--- config.mk ---
export PLATFORM = sky130hd
export DESIGN_NAME = rtt_adaptive_quality_controller
export DESIGN_NICKNAME = d
export VERILOG_FILES = /design/src/rtl/raqc_pkg.sv /design/src/rtl/raqc_front.sv /design/src/rtl/raqc_queue.sv /design/src/rtl/raqc_back.sv /design/src/rtl/rtt_adaptive_quality_controller.sv
export SDC_FILE = /design/constraint.sdc
export NUM_CORES = 1
export LEC_CHECK = 0
export BUFFER_PORTS_ARGS = -buffer_cell sky130_fd_sc_hd__buf_2
export CAP_MARGIN = 20
export CELL_PAD_IN_SITES_DETAIL_PLACEMENT = 1
export CELL_PAD_IN_SITES_GLOBAL_PLACEMENT = 1
export CORE_AREA = 2 2 329 266
export CTS_CLUSTER_SIZE = 10
export DETAILED_ROUTE_END_ITERATION = 12
export DIE_AREA = 0 0 331 268
export PLACE_DENSITY = 0.61
export SLEW_MARGIN = 20
export SYNTH_ARGS = -nofsm -noshare
export SYNTH_HDL_FRONTEND = slang
export SYNTH_SLANG_ARGS = --single-unit
--- constraint.sdc ---
create_clock -name clock -period 4.6 [get_ports clock]
set_clock_uncertainty 0.05 [all_clocks]
set_input_delay 0.92 -clock clock [delete_from_list [all_inputs] [get_ports clock]]
set_output_delay 0.92 -clock clock [all_outputs]
set_load 0.02 [all_outputs]
--- src/rtl/raqc_pkg.sv ---
// Shared constants, register indexes, action codes and types of the RTT quality controller.
package raqc_pkg;

   localparam int RTT_W      = 16;
   localparam int Q_W        = 7;
   localparam int ACT_W      = 2;
   localparam int HOLD_W     = 8;
   localparam int CSR_IDX_W  = 3;
   localparam int CSR_DATA_W = 16;
   localparam int RSP_DATA_W = 32;
   localparam int WINDOW_DEF = 10;

   // Configuration register indexes
   localparam logic [CSR_IDX_W-1:0] REG_STEP_DOWN    = 3'd0;
   localparam logic [CSR_IDX_W-1:0] REG_STEP_UP      = 3'd1;
   localparam logic [CSR_IDX_W-1:0] REG_QUALITY_MAX  = 3'd2;
   localparam logic [CSR_IDX_W-1:0] REG_QUALITY_MIN  = 3'd3;
   localparam logic [CSR_IDX_W-1:0] REG_HOLD_SAMPLES = 3'd4;
   localparam logic [CSR_IDX_W-1:0] REG_RTT_LOW      = 3'd5;
   localparam logic [CSR_IDX_W-1:0] REG_RTT_HIGH     = 3'd6;
   localparam logic [CSR_IDX_W-1:0] REG_INIT_QUALITY = 3'd7;

   // Reset values of the registers
   localparam logic [Q_W-1:0]    RST_STEP_DOWN    = 7'd5;
   localparam logic [Q_W-1:0]    RST_STEP_UP      = 7'd5;
   localparam logic [Q_W-1:0]    RST_QUALITY_MAX  = 7'd80;
   localparam logic [Q_W-1:0]    RST_QUALITY_MIN  = 7'd5;
   localparam logic [HOLD_W-1:0] RST_HOLD_SAMPLES = 8'd5;
   localparam logic [RTT_W-1:0]  RST_RTT_LOW      = 16'd10;
   localparam logic [RTT_W-1:0]  RST_RTT_HIGH     = 16'd100;
   localparam logic [Q_W-1:0]    RST_INIT_QUALITY = 7'd50;

   // Action codes of a result
   localparam logic [ACT_W-1:0] ACT_NONE = 2'd0;
   localparam logic [ACT_W-1:0] ACT_DOWN = 2'd1;
   localparam logic [ACT_W-1:0] ACT_UP   = 2'd2;

   localparam logic [HOLD_W-1:0] HOLD_SAT = 8'd255;

   typedef struct packed {
      logic [Q_W-1:0]    step_down;
      logic [Q_W-1:0]    step_up;
      logic [Q_W-1:0]    quality_max;
      logic [Q_W-1:0]    quality_min;
      logic [HOLD_W-1:0] hold_samples;
      logic [RTT_W-1:0]  rtt_low;
      logic [RTT_W-1:0]  rtt_high;
   } cfg_type;

endpackage

--- src/rtl/raqc_front.sv ---
// Front end: accepts samples, keeps the window sum and decides the quality step.
module raqc_front import raqc_pkg::*; #(
   parameter int WINDOW = WINDOW_DEF
) (
   input  logic                clock,
   input  logic                reset,
   input  cfg_type             cfg,
   input  logic                quality_load,
   input  logic [Q_W-1:0]      quality_value,
   input  logic                req_tvalid,
   output logic                req_tready,
   input  logic [RTT_W-1:0]    req_rtt_ms,
   output logic                q_push,
   output logic [RTT_W+2*$clog2(WINDOW+1)+Q_W+ACT_W-1:0] q_data,
   input  logic                q_full
);

   localparam int CNT_W   = $clog2(WINDOW + 1);
   localparam int SUM_W   = RTT_W + CNT_W;
   localparam int PTR_W   = (WINDOW > 1) ? $clog2(WINDOW) : 1;

   localparam logic [1:0] F_IDLE = 2'd0;
   localparam logic [1:0] F_SUM  = 2'd1;
   localparam logic [1:0] F_MUL  = 2'd2;
   localparam logic [1:0] F_DEC  = 2'd3;

   logic [1:0]       state_ff, state_in;
   logic [RTT_W-1:0] sample_ff, sample_in;
   logic [PTR_W-1:0] ptr_ff, ptr_in;
   logic [CNT_W-1:0] fill_ff, fill_in;
   logic [SUM_W-1:0] sum_ff, sum_in;
   logic [SUM_W-1:0] hi_ff, hi_in;
   logic [SUM_W-1:0] lo_ff, lo_in;
   logic [HOLD_W-1:0] hold_ff, hold_in;
   logic [Q_W-1:0]   cur_ff, cur_in;
   logic [ACT_W-1:0] act;
   logic             ring_we;
   logic [RTT_W-1:0] ring_mem [WINDOW];
   logic [RTT_W-1:0] ring_rd_ff;
   logic             full;
   logic             armed;
   logic             dn_ok;
   logic             up_ok;

   assign full       = (fill_ff == CNT_W'(WINDOW));
   assign req_tready = (state_ff == F_IDLE);
   assign armed      = (hold_ff >= cfg.hold_samples);
   assign dn_ok      = ({1'b0, cur_ff} >= ({1'b0, cfg.quality_min} + {1'b0, cfg.step_down}));
   assign up_ok      = (({1'b0, cur_ff} + {1'b0, cfg.step_up}) <= {1'b0, cfg.quality_max});
   assign q_data     = {act, cur_in, fill_ff, sum_ff};

   always_comb begin
      state_in  = state_ff;
      sample_in = sample_ff;
      ptr_in    = ptr_ff;
      fill_in   = fill_ff;
      sum_in    = sum_ff;
      hi_in     = hi_ff;
      lo_in     = lo_ff;
      hold_in   = hold_ff;
      cur_in    = cur_ff;
      ring_we   = 1'b0;
      q_push    = 1'b0;
      act       = ACT_NONE;
      unique case (state_ff)
         F_IDLE: begin
            if (req_tvalid) begin
               sample_in = req_rtt_ms;
               state_in  = F_SUM;
            end
         end
         F_SUM: begin
            // drop the oldest sample once the window is full
            sum_in  = sum_ff + SUM_W'(sample_ff) - (full ? SUM_W'(ring_rd_ff) : '0);
            fill_in = full ? fill_ff : fill_ff + 1'b1;
            ptr_in  = (ptr_ff == PTR_W'(WINDOW - 1)) ? '0 : ptr_ff + 1'b1;
            ring_we = 1'b1;
            state_in = F_MUL;
         end
         F_MUL: begin
            hi_in    = SUM_W'(cfg.rtt_high) * SUM_W'(fill_ff);
            lo_in    = SUM_W'(cfg.rtt_low) * SUM_W'(fill_ff);
            state_in = F_DEC;
         end
         F_DEC: begin
            if (!q_full) begin
               priority if (armed && (sum_ff > hi_ff)) begin
                  if (dn_ok) begin
                     cur_in = cur_ff - cfg.step_down;
                  end
                  hold_in = HOLD_W'(1);
               end else if (armed && (sum_ff < lo_ff)) begin
                  if (up_ok) begin
                     cur_in = cur_ff + cfg.step_up;
                  end
                  hold_in = HOLD_W'(1);
               end else begin
                  hold_in = (hold_ff == HOLD_SAT) ? hold_ff : hold_ff + 1'b1;
               end
               if (cur_in < cur_ff) begin
                  act = ACT_DOWN;
               end else if (cur_in > cur_ff) begin
                  act = ACT_UP;
               end
               q_push   = 1'b1;
               state_in = F_IDLE;
            end
         end
         default: state_in = F_IDLE;
      endcase
      if (quality_load) begin
         cur_in = quality_value;
      end
   end

   always_ff @(posedge clock) begin
      if (reset) begin
         state_ff <= F_IDLE;
         ptr_ff   <= '0;
         fill_ff  <= '0;
         sum_ff   <= '0;
         hold_ff  <= '0;
         cur_ff   <= RST_INIT_QUALITY;
      end else begin
         state_ff <= state_in;
         ptr_ff   <= ptr_in;
         fill_ff  <= fill_in;
         sum_ff   <= sum_in;
         hold_ff  <= hold_in;
         cur_ff   <= cur_in;
      end
      sample_ff <= sample_in;
      hi_ff     <= hi_in;
      lo_ff     <= lo_in;
   end

   always_ff @(posedge clock) begin
      if (ring_we) begin
         ring_mem[ptr_ff] <= sample_ff;
      end
      ring_rd_ff <= ring_mem[ptr_ff];
   end

   a_fill_bound: assert property (@(posedge clock) disable iff (reset)
      fill_ff <= CNT_W'(WINDOW))
      else $error("fill count beyond window");

   a_ptr_bound: assert property (@(posedge clock) disable iff (reset)
      ptr_ff <= PTR_W'(WINDOW - 1))
      else $error("ring pointer beyond window");

   a_down_lowers: assert property (@(posedge clock) disable iff (reset)
      (q_push && (act == ACT_DOWN)) |=> (cur_ff < $past(cur_ff)))
      else $error("decrease reported but quality not lowered");

endmodule

--- src/rtl/raqc_queue.sv ---
// Two-entry queue between the front end and the divider back end.
module raqc_queue import raqc_pkg::*; #(
   parameter int WIDTH = 32
) (
   input  logic             clock,
   input  logic             reset,
   input  logic             push,
   input  logic [WIDTH-1:0] push_data,
   output logic             full,
   input  logic             pop,
   output logic [WIDTH-1:0] pop_data,
   output logic             empty
);

   localparam int DEPTH = 2;

   logic [WIDTH-1:0] slot_ff [DEPTH];
   logic             wr_ptr_ff, wr_ptr_in;
   logic             rd_ptr_ff, rd_ptr_in;
   logic [1:0]       cnt_ff, cnt_in;
   logic             do_push;
   logic             do_pop;

   assign full     = (cnt_ff == 2'(DEPTH));
   assign empty    = (cnt_ff == 2'd0);
   assign do_push  = push && !full;
   assign do_pop   = pop && !empty;
   assign pop_data = slot_ff[rd_ptr_ff];

   always_comb begin
      wr_ptr_in = do_push ? ~wr_ptr_ff : wr_ptr_ff;
      rd_ptr_in = do_pop ? ~rd_ptr_ff : rd_ptr_ff;
      cnt_in    = cnt_ff + {1'b0, do_push} - {1'b0, do_pop};
   end

   always_ff @(posedge clock) begin
      if (reset) begin
         wr_ptr_ff <= 1'b0;
         rd_ptr_ff <= 1'b0;
         cnt_ff    <= '0;
      end else begin
         wr_ptr_ff <= wr_ptr_in;
         rd_ptr_ff <= rd_ptr_in;
         cnt_ff    <= cnt_in;
      end
      if (do_push) begin
         slot_ff[wr_ptr_ff] <= push_data;
      end
   end

endmodule

--- src/rtl/raqc_back.sv ---
// Back end: serial divider for the window average and the result register.
module raqc_back import raqc_pkg::*; #(
   parameter int WINDOW = WINDOW_DEF
) (
   input  logic              clock,
   input  logic              reset,
   input  logic              q_empty,
   output logic              q_pop,
   input  logic [RTT_W+2*$clog2(WINDOW+1)+Q_W+ACT_W-1:0] q_data,
   output logic              rsp_tvalid,
   input  logic              rsp_tready,
   output logic [RTT_W-1:0]  rsp_mean_rtt,
   output logic [Q_W-1:0]    rsp_quality,
   output logic [ACT_W-1:0]  rsp_action
);

   localparam int CNT_W  = $clog2(WINDOW + 1);
   localparam int SUM_W  = RTT_W + CNT_W;
   localparam int STEP_W = $clog2(SUM_W);

   localparam logic [1:0] B_IDLE = 2'd0;
   localparam logic [1:0] B_RUN  = 2'd1;
   localparam logic [1:0] B_DONE = 2'd2;

   logic [1:0]        state_ff, state_in;
   logic [SUM_W-1:0]  quot_ff, quot_in;
   logic [CNT_W-1:0]  rem_ff, rem_in;
   logic [CNT_W-1:0]  div_ff, div_in;
   logic [STEP_W-1:0] step_ff, step_in;
   logic [Q_W-1:0]    qual_ff, qual_in;
   logic [ACT_W-1:0]  act_ff, act_in;
   logic              valid_ff, valid_in;
   logic [RTT_W-1:0]  avg_ff, avg_in;
   logic [Q_W-1:0]    oq_ff, oq_in;
   logic [ACT_W-1:0]  oact_ff, oact_in;
   logic [CNT_W:0]    rem_sh;
   logic [CNT_W:0]    rem_diff;
   logic              ge;

   assign rem_sh   = {rem_ff, quot_ff[SUM_W-1]};
   assign rem_diff = rem_sh - {1'b0, div_ff};
   assign ge       = (rem_sh >= {1'b0, div_ff});

   assign rsp_tvalid   = valid_ff;
   assign rsp_mean_rtt = avg_ff;
   assign rsp_quality  = oq_ff;
   assign rsp_action   = oact_ff;

   always_comb begin
      state_in = state_ff;
      quot_in  = quot_ff;
      rem_in   = rem_ff;
      div_in   = div_ff;
      step_in  = step_ff;
      qual_in  = qual_ff;
      act_in   = act_ff;
      avg_in   = avg_ff;
      oq_in    = oq_ff;
      oact_in  = oact_ff;
      q_pop    = 1'b0;
      valid_in = valid_ff && !rsp_tready;
      unique case (state_ff)
         B_IDLE: begin
            if (!q_empty) begin
               q_pop    = 1'b1;
               quot_in  = q_data[SUM_W-1:0];
               div_in   = q_data[SUM_W +: CNT_W];
               qual_in  = q_data[SUM_W+CNT_W +: Q_W];
               act_in   = q_data[SUM_W+CNT_W+Q_W +: ACT_W];
               rem_in   = '0;
               step_in  = '0;
               state_in = B_RUN;
            end
         end
         B_RUN: begin
            // one quotient bit per cycle, restoring
            rem_in  = ge ? rem_diff[CNT_W-1:0] : rem_sh[CNT_W-1:0];
            quot_in = {quot_ff[SUM_W-2:0], ge};
            step_in = step_ff + 1'b1;
            if (step_ff == STEP_W'(SUM_W - 1)) begin
               state_in = B_DONE;
            end
         end
         B_DONE: begin
            // hold until the result register is free
            if (!valid_ff || rsp_tready) begin
               avg_in   = quot_ff[RTT_W-1:0];
               oq_in    = qual_ff;
               oact_in  = act_ff;
               valid_in = 1'b1;
               state_in = B_IDLE;
            end
         end
         default: state_in = B_IDLE;
      endcase
   end

   always_ff @(posedge clock) begin
      if (reset) begin
         state_ff <= B_IDLE;
         valid_ff <= 1'b0;
      end else begin
         state_ff <= state_in;
         valid_ff <= valid_in;
      end
      quot_ff <= quot_in;
      rem_ff  <= rem_in;
      div_ff  <= div_in;
      step_ff <= step_in;
      qual_ff <= qual_in;
      act_ff  <= act_in;
      avg_ff  <= avg_in;
      oq_ff   <= oq_in;
      oact_ff <= oact_in;
   end

   a_div_nonzero: assert property (@(posedge clock) disable iff (reset)
      (state_ff == B_RUN) |-> (div_ff != '0))
      else $error("divider running with zero count");

endmodule

--- src/rtl/rtt_adaptive_quality_controller.sv ---
// Top level of the RTT-driven quality step controller.
// Each transfer on req carries one round-trip-time sample in ms and yields exactly one
// transfer on rsp with the floor of the window average, the quality after this sample
// and the action taken (0 none, 1 decreased, 2 increased). The front end takes a sample
// only after the last has passed accept, window-sum update, threshold products and decision
// (which waits while the queue is full) and passes it through a two-entry queue to the back
// end, whose restoring divider produces one quotient bit per cycle and takes a new item once
// its result is in the output register; the divider sets the sustained rate. While rsp stalls,
// the divider finishes its item and the front end fills the queue. Configuration is written
// through csr_wen/csr_index/csr_wdata while no sample is in flight, a rule for the user that
// the block does not enforce; writing initial_quality also loads the current quality. The
// sample ring has no clearing pass: an entry is only used once the window has filled past it.
module rtt_adaptive_quality_controller import raqc_pkg::*; #(
   parameter int WINDOW = WINDOW_DEF
) (
   input  logic                  clock,
   input  logic                  reset,
   input  logic                  req_tvalid,
   output logic                  req_tready,
   input  logic [RTT_W-1:0]      req_tdata,   // [15:0] rtt_ms
   output logic                  rsp_tvalid,
   input  logic                  rsp_tready,
   output logic [RSP_DATA_W-1:0] rsp_tdata,   // [15:0] mean_rtt, [22:16] quality,
                                              // [24:23] action, [31:25] zero
   input  logic                  csr_wen,
   input  logic [CSR_IDX_W-1:0]  csr_index,
   input  logic [CSR_DATA_W-1:0] csr_wdata
);

   localparam int CNT_W   = $clog2(WINDOW + 1);
   localparam int ENTRY_W = RTT_W + 2 * CNT_W + Q_W + ACT_W;

   cfg_type            cfg_ff, cfg_in;
   logic [Q_W-1:0]     init_q_ff, init_q_in;
   logic               quality_load;
   logic               q_push;
   logic               q_pop;
   logic               q_full;
   logic               q_empty;
   logic [ENTRY_W-1:0] q_wr_data;
   logic [ENTRY_W-1:0] q_rd_data;
   logic [RTT_W-1:0]   avg;
   logic [Q_W-1:0]     quality;
   logic [ACT_W-1:0]   action;

   // Register writes: take the low bits of the write data for each register
   always_comb begin
      cfg_in       = cfg_ff;
      init_q_in    = init_q_ff;
      quality_load = 1'b0;
      if (csr_wen) begin
         unique case (csr_index)
            REG_STEP_DOWN:    cfg_in.step_down    = csr_wdata[Q_W-1:0];
            REG_STEP_UP:      cfg_in.step_up      = csr_wdata[Q_W-1:0];
            REG_QUALITY_MAX:  cfg_in.quality_max  = csr_wdata[Q_W-1:0];
            REG_QUALITY_MIN:  cfg_in.quality_min  = csr_wdata[Q_W-1:0];
            REG_HOLD_SAMPLES: cfg_in.hold_samples = csr_wdata[HOLD_W-1:0];
            REG_RTT_LOW:      cfg_in.rtt_low      = csr_wdata[RTT_W-1:0];
            REG_RTT_HIGH:     cfg_in.rtt_high     = csr_wdata[RTT_W-1:0];
            REG_INIT_QUALITY: begin
               init_q_in    = csr_wdata[Q_W-1:0];
               quality_load = 1'b1;
            end
            default: ;
         endcase
      end
   end

   always_ff @(posedge clock) begin
      if (reset) begin
         cfg_ff.step_down    <= RST_STEP_DOWN;
         cfg_ff.step_up      <= RST_STEP_UP;
         cfg_ff.quality_max  <= RST_QUALITY_MAX;
         cfg_ff.quality_min  <= RST_QUALITY_MIN;
         cfg_ff.hold_samples <= RST_HOLD_SAMPLES;
         cfg_ff.rtt_low      <= RST_RTT_LOW;
         cfg_ff.rtt_high     <= RST_RTT_HIGH;
         init_q_ff           <= RST_INIT_QUALITY;
      end else begin
         cfg_ff    <= cfg_in;
         init_q_ff <= init_q_in;
      end
   end

   raqc_front #(.WINDOW(WINDOW)) u_front (
      .clock         (clock),
      .reset         (reset),
      .cfg           (cfg_ff),
      .quality_load  (quality_load),
      .quality_value (init_q_in),
      .req_tvalid    (req_tvalid),
      .req_tready    (req_tready),
      .req_rtt_ms    (req_tdata),
      .q_push        (q_push),
      .q_data        (q_wr_data),
      .q_full        (q_full)
   );

   raqc_queue #(.WIDTH(ENTRY_W)) u_queue (
      .clock     (clock),
      .reset     (reset),
      .push      (q_push),
      .push_data (q_wr_data),
      .full      (q_full),
      .pop       (q_pop),
      .pop_data  (q_rd_data),
      .empty     (q_empty)
   );

   raqc_back #(.WINDOW(WINDOW)) u_back (
      .clock           (clock),
      .reset           (reset),
      .q_empty         (q_empty),
      .q_pop           (q_pop),
      .q_data          (q_rd_data),
      .rsp_tvalid      (rsp_tvalid),
      .rsp_tready      (rsp_tready),
      .rsp_mean_rtt    (avg),
      .rsp_quality     (quality),
      .rsp_action      (action)
   );

   // Pack result fields, lowest field first, zero padded to whole bytes
   assign rsp_tdata = {(RSP_DATA_W - RTT_W - Q_W - ACT_W)'(0), action, quality, avg};

   a_action_code: assert property (@(posedge clock) disable iff (reset)
      rsp_tvalid |-> ((action == ACT_NONE) || (action == ACT_DOWN) || (action == ACT_UP)))
      else $error("result carries an undefined action code");

   a_queue_push_room: assert property (@(posedge clock) disable iff (reset)
      q_push |-> !q_full)
      else $error("front end pushed into a full queue");

endmodule

After elaboration in Yosys (flattened, before gate mapping) --
Memories as Yosys holds them, arrays and structs flattened. A register that Yosys moved wholly into a read port is not among the register bits. Cells that the tools add are included.
Word-level totals: input port bits 40, register bits 250, logic and storage cells 163, latch bits 0, memory bits (read-only) 0, memories kept 2, bits in writable memories 226
Memory list:
- u_front.ring_mem | words 10, width 16, rd ports 1, clocked after Yosys merged registers in 1, wr ports 1, line raqc_front.sv:38 | logic [RTT_W-1:0] ring_mem [WINDOW];
- u_queue.slot_ff | words 2, width 33, rd ports 1, clocked after Yosys merged registers in 1, wr ports 1, line raqc_queue.sv:17 | logic [WIDTH-1:0] slot_ff [DEPTH];
Operators by class: reductions and logical operators 30, eq/ne operators 23, shift-type cells 0, order comparisons 8, $mul 2, add/sub/neg operators 13, mux-type cells 49, bitwise logic cells 5, div/mod/pow operators 0
Operators with widths (count):
- 7-bit two-way mux | 11
- 16-bit by 4-bit multiplier with 20-bit output | 2
- 20-bit one-hot mux with 2 select lines | 1
- 2-bit AND reduction | 13
- 8-bit two-way mux | 3
- 20-bit by 16-bit adder with 20-bit output | 1
- 20-bit > comparator | 1
- 20-bit < comparator | 1
- 20-bit two-way mux | 1
- 20-bit subtractor | 1
- 2-bit two-way mux | 9
- 7-bit by 7-bit adder with 8-bit output | 2
- 16-bit two-way mux | 1
- 1-bit two-way mux | 15
- 3-bit equality test, second input constant | 4
- 4-bit two-way mux | 3
- 5-bit one-hot mux with 2 select lines | 1
- 4-bit by 1-bit adder with 4-bit output, second input constant | 2
- 8-bit by 1-bit adder with 8-bit output, second input constant | 1
- 2-bit equality test, second input constant | 4
- 4-bit equality test, second input constant | 2
- 8-bit equality test, second input constant | 1
- 7-bit by 8-bit >= comparator with 1-bit output | 1
- 8-bit >= comparator | 1
- 29 further kinds | 48

Logic depth before layout (Yosys ltp) --
Gate-level depths: netlist (run 1).
depth in word-level cells 12, mapped depth 25, depth with buffers taken out 24

By module --
A second synthesis (run 1) with hierarchy kept.
Second synthesis, totals: cell total of the unflattened synthesis 2253, area, all modules 26406.6 um2
By module, submodules not included:
- raqc_front | cells an instance 1637, times used 1, sequential area each 7707.4 um2, area an instance 17938.5 um2
- rtt_adaptive_quality_controller | cells an instance 296, times used 1, sequential area each 1501.4 um2, area an instance 3160.5 um2
- raqc_back | cells an instance 190, times used 1, sequential area each 2072.0 um2, area an instance 2700.1 um2
- raqc_queue | cells an instance 130, times used 1, sequential area each 2082.0 um2, area an instance 2607.5 um2

Least setup slack after synthesis (run 1) --
OpenSTA, ideal clock, no wires.
kind flip-flop to flip-flop, start register u_front.fill_ff[3], end register u_front.hi_ff[18] (data pin), arrival 4.117 ns, buffers on the path 2, path slack 0.176 ns, library setup time 0.258 ns, required time 4.292 ns, stages on the path, launching flop included 17, cell sequence dfxtp_1 clkbuf_1 clkbuf_1 nand2_1 fa_1 fa_1 inv_1 fa_1 a21o_1 a21oi_1 o21bai_1 a211oi_1 o31ai_1 o41ai_1 o21ai_0 a21oi_1 xnor2_1
Between the ends: cells in the longest elaborated chain, start to end 1
RTL lines:
- start: declaration | line raqc_front.sv:30 | logic [CNT_W-1:0] fill_ff, fill_in;
- start signal: assignment | line raqc_front.sv:127 | fill_ff <= fill_in;
- 16-bit by 4-bit multiplier with 20-bit output | line raqc_front.sv:81 | hi_in = SUM_W'(cfg.rtt_high) * SUM_W'(fill_ff);
- end signal: assignment | line raqc_front.sv:133 | hi_ff <= hi_in;
- end: declaration | line raqc_front.sv:32 | logic [SUM_W-1:0] hi_ff, hi_in;
No other way between the ends. A chain may end at the register's enable or synchronous reset.

Worst setup path after layout (run 1) --
start register cfg_ff[54] (netlist bit), end memory u_queue.slot_ff[0][32] (netlist bit) (data pin)
Between the ends: cells in the longest elaborated chain, start to end 12, elaborated cells on any way between the ends 14
RTL lines:
- start: declaration | line rtt_adaptive_quality_controller.sv:33 | cfg_type cfg_ff, cfg_in;
- start signal: assignment | line rtt_adaptive_quality_controller.sv:80 | cfg_ff <= cfg_in;
- 7-bit by 7-bit adder with 8-bit output | line raqc_front.sv:49 | assign up_ok = (({1'b0, cur_ff} + {1'b0, cfg.step_up}) <= {1'b0, cfg.quality_max});
- 8-bit by 7-bit <= comparator with 1-bit output | line raqc_front.sv:49
- 7-bit two-way mux (*) | line raqc_front.sv:93 | if (up_ok) begin
- 7-bit two-way mux (*) | line raqc_front.sv:92 | end else if (armed && (sum_ff < lo_ff)) begin
- 7-bit two-way mux (*) | line raqc_front.sv:87 | priority if (armed && (sum_ff > hi_ff)) begin
- 7-bit two-way mux (*) | line raqc_front.sv:86 | if (!q_full) begin
- 7-bit two-way mux (*) | line raqc_front.sv:65 | unique case (state_ff)
- 7-bit > comparator | line raqc_front.sv:102 | end else if (cur_in > cur_ff) begin
- 2-bit two-way mux | line raqc_front.sv:102
- 2-bit two-way mux (*) | line raqc_front.sv:100 | if (cur_in < cur_ff) begin
- 2-bit two-way mux (*) | line raqc_front.sv:86
- 2-bit two-way mux (*) | line raqc_front.sv:65
- named net q_wr_data[32] | line rtt_adaptive_quality_controller.sv:40 | logic [ENTRY_W-1:0] q_wr_data;
- end: declaration | line raqc_queue.sv:17
The timed path passes the listed nets; every way through them passes the cells marked *. The select of a mux whose other input is x is not followed.

==> impl_metrics.ini, run 1 <==
[global_routing]
grt_max_degree = 50
grt_pass1_wl_um = 100000
grt_util_all_layers = 0.145
grt_overflow = 0
antenna_found_initial = 0
grt_pass1_vias = 17700

[sta]
maxSlewHeadroom = 0.296
drv_slew = 0
setup_viol = 0
finalHoldViolations = 0
period_minus_slack_ns = 4.41
fmax_mhz = 227
post-route-period-util = 0.959
fin_setup_tns_ns = 0
worst_pin_slew_ns = 1.05

[clock_tree]
cts_max_level = 2
cts_buffer_depth = 3
cts_tree = built
cts.sinks = 486
numCtsBuffers = 57
clock_latency_ns = 0.64
clkSlewWorstSetupHoldPaths_ns = 0.06
clockRootBuffer = clkbuf_16

[critical_path]
cp_slowest_cell = dfxtp_2
cp_data_arrival_time_ns = 4.74
crit_fanout = 8
worstSetupPathType = flop to flop
cpMostUsedCell = a21oi_2
path_delay_family = compound AO/OA/AOI/OAI gates
max_stage_delay_ns = 0.35
required_ns = 4.92
crit_path_start_kind = flop
path_cells = ha_4, inv_1, fa_2, inv_1, a21o_1, a21oi_2, o21bai_1, a21oi_2, xnor2_2, ha_1, a21oi_2, nand3b_1, a221o_1, nand3b_4, or2_4, o211a_1, ha_1, a21o_1, a21oi_2, o21ai_2, nor2_1, nor2_1
crit_buf_inv = 2
cp-end-kind = flop

[floorplanning]
start_util = 0.298
dieWidth_um = 331
die-area_um2 = 88700
num_rows = 96
io_pins = 74
core_area_um2 = 85300
fp.dieH_um = 268

[placement]
numPortBuffers = 66
dp_cells = 3351
post-dp-hpwl_um = 45800
gp_routability_congestion = 0.812

[finish]
fillers = 9356
areaGrowthSynthToFinish_pct = 14.5
layout.nets = 2570
finalNonFillerCells = 3460
drive_gt1_frac = 0.120

[synth]
syn-cell-area_um2 = 25400
synth_cell_type_count = 77
async_reset_ff_frac = 0
synth_enable_flop_cells = 349
synthCells = 2186
syn_area_per_cell_um2 = 11.6
ys_seq_area_frac = 0.521
ys_seq_elements = 486
yosys_most_used_dff = edfxtp_1
ys_warn_count = 0

[power]
p_leak_nw = 11.4
power_mw = 14.9
power.density_nw_per_um2 = 514
ir_drop_v = 0.000327

[routing]
detail_route.iter0.violations = 894
dr.pass1.iters = 5
final_antenna_net_count = 0
wire_per_inst_um = 18.4
drc = 0
dr_total_vias = 16500
routed_wl_um = 63700
vias_per_cell = 4.78

[flow_run]
cap_violations = 0

[worst_hold_path]
hp-class = flop to flop

[status]
status = completed
what timing repair did:
| item | in CTS | in global routing |
|---|---|---|
| setup endpoints to repair | 0 | 5 |
| hold buffers | 0 | 0 |
| resized for setup | 0 | 22 |
| buffers inserted | 0 | 1 |
cell type report:
class	instances	area, µm²	share of cell area
flip-flops and latches	486	13200	0.455
multi-input cells	1389	11100	0.382
clock buffers	99	1610	0.0555
well taps	1127	1410	0.0485
inverters	231	867	0.0298
repair buffers	119	756	0.0260
clock inverters	8	91.3	0.00314
diodes	1	2.50	0.0000861
worst reg2reg max path, cell delays in order, from the launching register on:
cell and delay (ns):
dfxtp_2 0.35, ha_4 0.14, inv_1 0.05, fa_2 0.35, inv_1 0.07, a21o_1 0.13
a21oi_2 0.07, o21bai_1 0.23, a21oi_2 0.11, xnor2_2 0.15, ha_1 0.34, a21oi_2 0.19
nand3b_1 0.10, a221o_1 0.35, nand3b_4 0.22, or2_4 0.30, o211a_1 0.11, ha_1 0.29
a21o_1 0.17, a21oi_2 0.14, o21ai_2 0.07, nor2_1 0.10, nor2_1 0.07
synthesized netlist by cell type (4+ instances only):
library cell / number / area share
buf_1: 8 / 0.0012
fa_1: 76 / 0.060
mux2i_1: 75 / 0.030
o211ai_1: 12 / 0.0035
o21ai_0: 42 / 0.0083
and2_1: 68 / 0.017
nor3_1: 29 / 0.0057
o221ai_1: 5 / 0.0017
clkbuf_1: 69 / 0.010
nor2b_1: 30 / 0.0074
or3_1: 12 / 0.0030
a21boi_0: 4 / 0.0012
nand3_1: 34 / 0.0067
a21o_1: 35 / 0.010
inv_1: 230 / 0.034
o21bai_1: 13 / 0.0038
a2111oi_0: 4 / 0.0014
ha_1: 170 / 0.084
xnor2_1: 54 / 0.019
edfxtp_1: 349 / 0.41
buf_4: 7 / 0.0021
mux4_2: 32 / 0.028
a211oi_1: 28 / 0.0083
a31oi_1: 12 / 0.0030
mux2_2: 13 / 0.0058
and3_1: 11 / 0.0027
nor2_1: 120 / 0.018
o31ai_1: 6 / 0.0018
o21ai_1: 6 / 0.0012
nand4_1: 14 / 0.0034
nand2b_1: 19 / 0.0047
nand3b_1: 5 / 0.0015
a21oi_1: 127 / 0.025
xor2_1: 19 / 0.0066
o21a_1: 12 / 0.0035
dfxtp_1: 137 / 0.11
nand2_1: 242 / 0.036
cell usage in the layout, fill, tap and decap left out, types with 28 or more instances in the layout:
cell type and count:
edfxtp_1 349, nand2_1 241, inv_1 230, ha_1 167, dfxtp_1 130, a21oi_1 121, nor2_1 116, mux2i_1 75
fa_1 75, and2_1 68, buf_2 65, clkbuf_16 57, xnor2_1 53, buf_4 52, o21ai_0 40, clkbuf_1 39
a21o_1 35, nand3_1 33, mux4_2 32, a211oi_1 28, nor2b_1 28
path summary, 6_finish.rpt:
| check | from | end | slack, ns | cells past startpoint |
|---|---|---|---|---|
| min reg2reg | u_back.qual_ff[2]$_DFFE_PP_ | u_back.rsp_quality[2]$_DFFE_PP_ | 0.37 | 0 |
| max | cfg_ff[54]$_SDFFE_PP1P_ | u_queue.slot_ff[0][32]$_DFFE_PP_ | 0.19 | 22 |
| min | u_back.qual_ff[2]$_DFFE_PP_ | u_back.rsp_quality[2]$_DFFE_PP_ | 0.37 | 0 |
| max reg2reg | cfg_ff[54]$_SDFFE_PP1P_ | u_queue.slot_ff[0][32]$_DFFE_PP_ | 0.19 | 22 |
report_power, final:
group	leakage (nW)	switching (mW)	internal, mW	total [mW]
registers	4.32	0.653	5.69	6.35
clock network	0.818	1.79	2.42	4.20
logic	6.27	2.55	1.83	4.39
total	11.4	4.99	9.95	14.9
metal layers:
| metal | vias to the layer above | wire [µm] | global-route usage |
|---|---|---|---|
| met1 | 8403 | 31100 | 0.202 |
| met5 | - | 0 | 0 |
| met2 | 205 | 29000 | 0.233 |
| li1 | 7838 | - | - |
| met3 | 79 | 2140 | 0.0229 |
| met4 | 0 | 1450 | 0.0429 |
through the flow:
stage | hold WS [ns] | setup slack (ns) | utilization | cell area, µm²
after floorplan | 0.350 | 0.176 | - | 25400
after global placement | 0.366 | 0.137 | 0.320 | 27300
after detailed placement | 0.359 | 0.0573 | 0.320 | 27300
after CTS | 0.374 | 0.0267 | 0.340 | 29000
after global routing | 0.388 | -0.0567 | 0.341 | 29100
final | 0.371 | 0.187 | 0.341 | 29100
state kept, by name, indices dropped and copies added (netlist names), 8 cells and up, named ones only:
signal and cells:
u_back.quot_ff 20, u_front.hold_ff 8, u_queue.slot_ff 66, u_front.ring_rd_ff 16, u_back.rsp_mean_rtt 16, u_front.sum_ff 20, u_front.hi_ff 20, u_front.lo_ff 20
u_front.sample_ff 16, cfg_ff 68, u_front.ring_mem 160
cell families (layout without fill, tap and decap cells):
logic type | after synthesis | after routing | share of synthesized area
AO/OA/AOI/OAI | 343 | 343 | 0.0876
XOR/XNOR | 73 | 73 | 0.0252
adder cells (fa/ha/maj) | 246 | 246 | 0.144
buffers and inverters | 317 | 457 | 0.0480
flip-flops | 486 | 486 | 0.521
multiplexers | 120 | 120 | 0.0637
other | 1 | 8 | 0.000148
AND/OR/NAND/NOR | 600 | 600 | 0.111
(Power assumes the default switching activity.)
==> inputs of run 2 (changes only) <==
Settings changed: CORE_AREA 2 2 329 266 to 2 2 269 218, DIE_AREA 0 0 331 268 to 0 0 271 220, PLACE_DENSITY 0.61 to 0.82, REMOVE_ABC_BUFFERS set to 1.
==> run 2 against run 1 <==
Critical path depth unchanged. Setup slack better by 0.075 ns. Maximum frequency rose by 1.7%. First-iteration DRC count rose by 40%. Routed wire length increased by 2.2%. Non-clock buffer count is 5 higher. Clock-buffer cell count shrank 3. Sequential share of layout area rose by 0.75 points. Die area is 33% lower. Critical path type unchanged. Largest cell class unchanged.
==> impl_metrics.ini, run 2 (same netlist as run 1, synthesis figures left out) <==
[status]
status = completed

[floorplanning]
fp.dieH_um = 220
start_util = 0.444
die-area_um2 = 59600
num_rows = 79
core_area_um2 = 57200
dieWidth_um = 271
io_pins = 74

[finish]
drive_gt1_frac = 0.119
finalNonFillerCells = 3103
areaGrowthSynthToFinish_pct = 12.6
n_antenna_cell = 0
fin_area_um2 = 28600
layout.nets = 2575
largest_register_ff_count = 160
layout.cells.most_common_list = 349 x edfxtp_1, 241 x nand2_1, 230 x inv_1
mostFrequentLayoutCell = edfxtp_1
final_core_util = 0.500
regMostFlops = u_front.ring_mem
reg_top3 = u_front.ring_mem: 160 flops, cfg_ff: 68 flops, u_queue.slot_ff: 66 flops

[critical_path]
required_ns = 4.91
crit_buf_inv = 2
path_delay_family = compound AO/OA/AOI/OAI gates
path_cells = ha_2, inv_1, fa_2, inv_1, a21o_1, a21oi_2, o21bai_1, a21oi_1, xnor2_1, ha_1, a21oi_2, a21oi_1, a221o_1, nand3b_4, or2_4, o211a_1, ha_1, a21o_1, a21oi_2, o21ai_2, nor2_2, nor2_2
r2r_setup_slack_ns = 0.26
cp-end-kind = flop
worstSetupPathType = flop to flop
max_stage_delay_ns = 0.36
cp_slowest_cell = fa_2
ff2ff_path_depth = 22
cpMostUsedCell = a21oi_2
crit_fanout = 5
cp_data_arrival_time_ns = 4.65
crit_path_start_kind = flop
worstSetupPathDepth = 22

[placement]
pre_cts_ws_ns = 0.0883
numPortBuffers = 66
gp_routability_congestion = 0.874
post-dp-hpwl_um = 46500
dp_cells = 2997
placed_area_um2 = 26800

[clock_tree]
cts_tree = built
postCtsHoldBufs = 0
cts_max_level = 2
clockRootBuffer = clkbuf_16
cts_buffer_depth = 3
clkSlewWorstSetupHoldPaths_ns = 0.06
clock_latency_ns = 0.63
cts.sinks = 486
numCtsBuffers = 56

[power]
power.density_nw_per_um2 = 525
ir_drop_v = 0.000314
internal_power_mw = 9.86
combPwrFrac = 0.302
switchingPower_mw = 5.14
power_mw = 15.0
p_leak_nw = 11.4
clkPwrFrac = 0.274
pwr-share-seq = 0.424
swShare = 0.343

[global_routing]
grt_max_degree = 63
grt_overflow = 0
grt_pass1_vias = 18400
grt_util_all_layers = 0.220
grt_pass1_wl_um = 103000
antenna_found_initial = 0

[routing]
detail_route.iter0.violations = 1256
drc = 0
routed_wl_um = 65200
dr.pass1.iters = 5
dr_total_vias = 17100
wire_per_inst_um = 21.0
wirelength_met1_um = 29400
wl_met2_um = 31800
dr_wl_met3_um = 2620
vias_per_cell = 5.52
final_antenna_net_count = 0
highest_layer = met4

[flow_run]
cap_violations = 0

[sta]
setup_ws_ns = 0.262
setup_viol = 0
fmax_mhz = 231
drv_slew = 0
period_minus_slack_ns = 4.34
hold_ws_ns = 0.369
maxSlewHeadroom = 0.287
fin_setup_tns_ns = 0
worst_pin_slew_ns = 1.07
post-route-period-util = 0.943
finalHoldViolations = 0

[worst_hold_path]
min_path_cells = 0
hp-class = flop to flop
## run 2: layout make-up
type / instances / area (µm²)
fillers: 6031 / 28600
flip-flops and latches: 486 / 13200
multi-input cells: 1390 / 11100
clock buffers: 96 / 1570
well taps: 769 / 962
inverters: 231 / 867
repair buffers: 124 / 788
clock inverters: 7 / 86.3
## run 2: power groups by stage
stage | Sequential [mW] | Clock, mW | Combinational, mW
after floorplan | 6.21 | 0 | 3.05
after global placement | 6.37 | 0 | 4.04
after detailed placement | 6.43 | 0 | 4.37
after CTS | 6.35 | 4.19 | 4.48
after global routing | 6.44 | 4.35 | 5.00
final | 6.35 | 4.11 | 4.53
## run 2: what timing repair did
action / 4_1_cts / 5_1_grt
endpoints found under the setup margin: 0 / 8
resized for setup: 0 / 23
buffers inserted: 0 / 1
## run 2: path summary, 6_finish.rpt
| path | startpoint | to |
|---|---|---|
| setup / recovery | cfg_ff[54]$_SDFFE_PP1P_ | u_queue.slot_ff[1][32]$_DFFE_PP_ |
| hold / removal | u_back.qual_ff[1]$_DFFE_PP_ | u_back.rsp_quality[1]$_DFFE_PP_ |
| setup reg to reg | cfg_ff[54]$_SDFFE_PP1P_ | u_queue.slot_ff[1][32]$_DFFE_PP_ |
| hold reg to reg | u_back.qual_ff[1]$_DFFE_PP_ | u_back.rsp_quality[1]$_DFFE_PP_ |
## run 2: layer usage
metal  vias up  GRT usage
met5         -          0
met4         0     0.0621
met3       100     0.0282
met2       370      0.376
met1      8794      0.296
li1       7850          -
==> inputs of run 3 (changes only) <==
Settings changed: PLACE_DENSITY 0.82 to 0.71.
==> run 3 against run 2 <==
Core utilization grew 0.27 points. Global-route usage decreased by 0.54 points. Clock-buffer cell count increased by 1. Maximum frequency decreased by 1.2%. Die area did not move. Sequential share of layout area decreased by 0.21 points. Largest power group unchanged.
==> impl_metrics.ini, run 3 (same netlist as run 1, synthesis figures left out) <==
[sta]
post-route-period-util = 0.954
drv_slew = 0
worst_pin_slew_ns = 1.02
hold_ws_ns = 0.362
setup_ws_ns = 0.209
fmax_mhz = 228
period_minus_slack_ns = 4.39
maxSlewHeadroom = 0.323
setup_viol = 0
finalHoldViolations = 0

[global_routing]
grt_pass1_vias = 18100
antenna_found_initial = 1
grt_max_degree = 47
grt_util_all_layers = 0.215
grt_overflow = 0
grt_pass1_wl_um = 100000

[critical_path]
cp_data_arrival_time_ns = 4.70
worstSetupPathType = flop to flop
crit_path_start_kind = flop
crit_fanout = 8
cp-end-kind = flop
cp_slowest_cell = dfxtp_1
required_ns = 4.91
max_stage_delay_ns = 0.40
path_cells = ha_1, a211oi_1, o21bai_1, a21oi_2, xnor2_1, ha_1, a21o_1, a21oi_2, a21oi_1, a221o_1, nand3b_4, or2_1, o211a_1, ha_1, a21o_1, a21oi_1, o21ai_1, nor2_1, nor2_1
cpMostUsedCell = ha_1

[finish]
mostFrequentLayoutCell = edfxtp_1
layout.nets = 2584
n_antenna_cell = 0
final_core_util = 0.502
areaGrowthSynthToFinish_pct = 13.2
reg_top3 = u_front.ring_mem: 160 flops, cfg_ff: 68 flops, u_queue.slot_ff: 66 flops
multi_input_area_um2 = 11100
regMostFlops = u_front.ring_mem
largest_register_ff_count = 160
fillers = 6005
register_area_um2 = 13200
drive_gt1_frac = 0.123
layout.cells.most_common_list = 349 x edfxtp_1, 241 x nand2_1, 230 x inv_1
finalNonFillerCells = 3112

[routing]
drc = 0
highest_layer = met4
dr_wl_met3_um = 2020
dr.pass1.iters = 7
final_antenna_net_count = 0
wire_per_inst_um = 20.1
wirelength_met1_um = 29300
wl_met2_um = 29900
detail_route.iter0.violations = 1012
routed_wl_um = 62700
vias_per_cell = 5.36
dr_total_vias = 16700

[placement]
numPortBuffers = 66
gp_routability_congestion = 0.832
dp_cells = 3001
pre_cts_ws_ns = 0.0107
post-dp-hpwl_um = 44600

[worst_hold_path]
hp-class = flop to flop

[floorplanning]
start_util = 0.444
core_area_um2 = 57200
dieWidth_um = 271
die-area_um2 = 59600
num_rows = 79
io_pins = 74
fp.dieH_um = 220

[flow_run]
cap_violations = 0

[clock_tree]
cts.sinks = 486
clock_latency_ns = 0.63
cts_max_level = 2
cts_tree = built
clkSlewWorstSetupHoldPaths_ns = 0.06
numCtsBuffers = 56
clockRootBuffer = clkbuf_16
cts_buffer_depth = 3

[status]
status = completed

[power]
ir_drop_v = 0.000303
power_mw = 14.9
p_leak_nw = 11.5
power.density_nw_per_um2 = 519
-- run 3: changes by cell type in the layout (fill, tap and decap cells not counted), moves of 2 or more --
cell	previous run	this run
nor2_2	3	1
nor2_1	116	118
dfxtp_1	132	130
buf_4	56	64
dfxtp_4	1	4
clkbuf_1	39	36
clkbuf_8	0	4
-- run 3: per-layer routing --
| metal | global-route usage | vias up |
|---|---|---|
| met3 | 0.0263 | 94 |
| met4 | 0.0637 | 0 |
| met1 | 0.290 | 8443 |
| li1 | - | 7882 |
| met2 | 0.365 | 248 |
| met5 | 0 | - |
-- run 3: timing repair --
action	in CTS	in global routing
setup endpoints to repair	4	6
hold buffers	0	0
buffers inserted	6	2
pin swaps	1	6
gates cloned	0	0
gates resized for setup	0	25
-- run 3: path summary, 6_finish.rpt --
path / from / end / slack, ns / depth (start not counted)
min: u_back.act_ff[0]$_DFFE_PP_ / u_back.rsp_action[0]$_DFFE_PP_ / 0.36 / 0
max reg2reg: u_front.cur_ff[1]$_SDFF_PP1_ / u_queue.slot_ff[1][32]$_DFFE_PP_ / 0.21 / 19
max: u_front.cur_ff[1]$_SDFF_PP1_ / u_queue.slot_ff[1][32]$_DFFE_PP_ / 0.21 / 19
min reg2reg: u_back.act_ff[0]$_DFFE_PP_ / u_back.rsp_action[0]$_DFFE_PP_ / 0.36 / 0
-- run 3: cell type report --
type                       instances  share of cell area
sequential                       486               0.461
multi-input combinational       1389               0.385
clock buffer                      97              0.0562
tap                              769              0.0335
timing repair buffer             134              0.0307
inverter                         231              0.0302
clock inverter                     6             0.00331
-- run 3: metrics by stage --
step	setup TNS (ns)	cell area (µm²)
after floorplan	0	25100
after global placement	0	26800
after detailed placement	0	26900
after CTS	0	28600
after global routing	-0.262	28700
final	0	28700
-- run 3: worst max-delay path: cells and delay by family (launching register included) --
kind	cells	cell delay (ns)
AOI/OAI and AO/OA	11	1.93
adders and majority gates	3	0.90
and+or+nand+nor	4	0.67
DFF	1	0.40
xor gates and xnor gates	1	0.22
-- run 3: where the power goes --
group / total (mW) / internal, mW / switching [mW]
Combinational: 4.44 / 1.85 / 2.59
Clock: 4.18 / 2.38 / 1.80
Sequential: 6.30 / 5.69 / 0.608
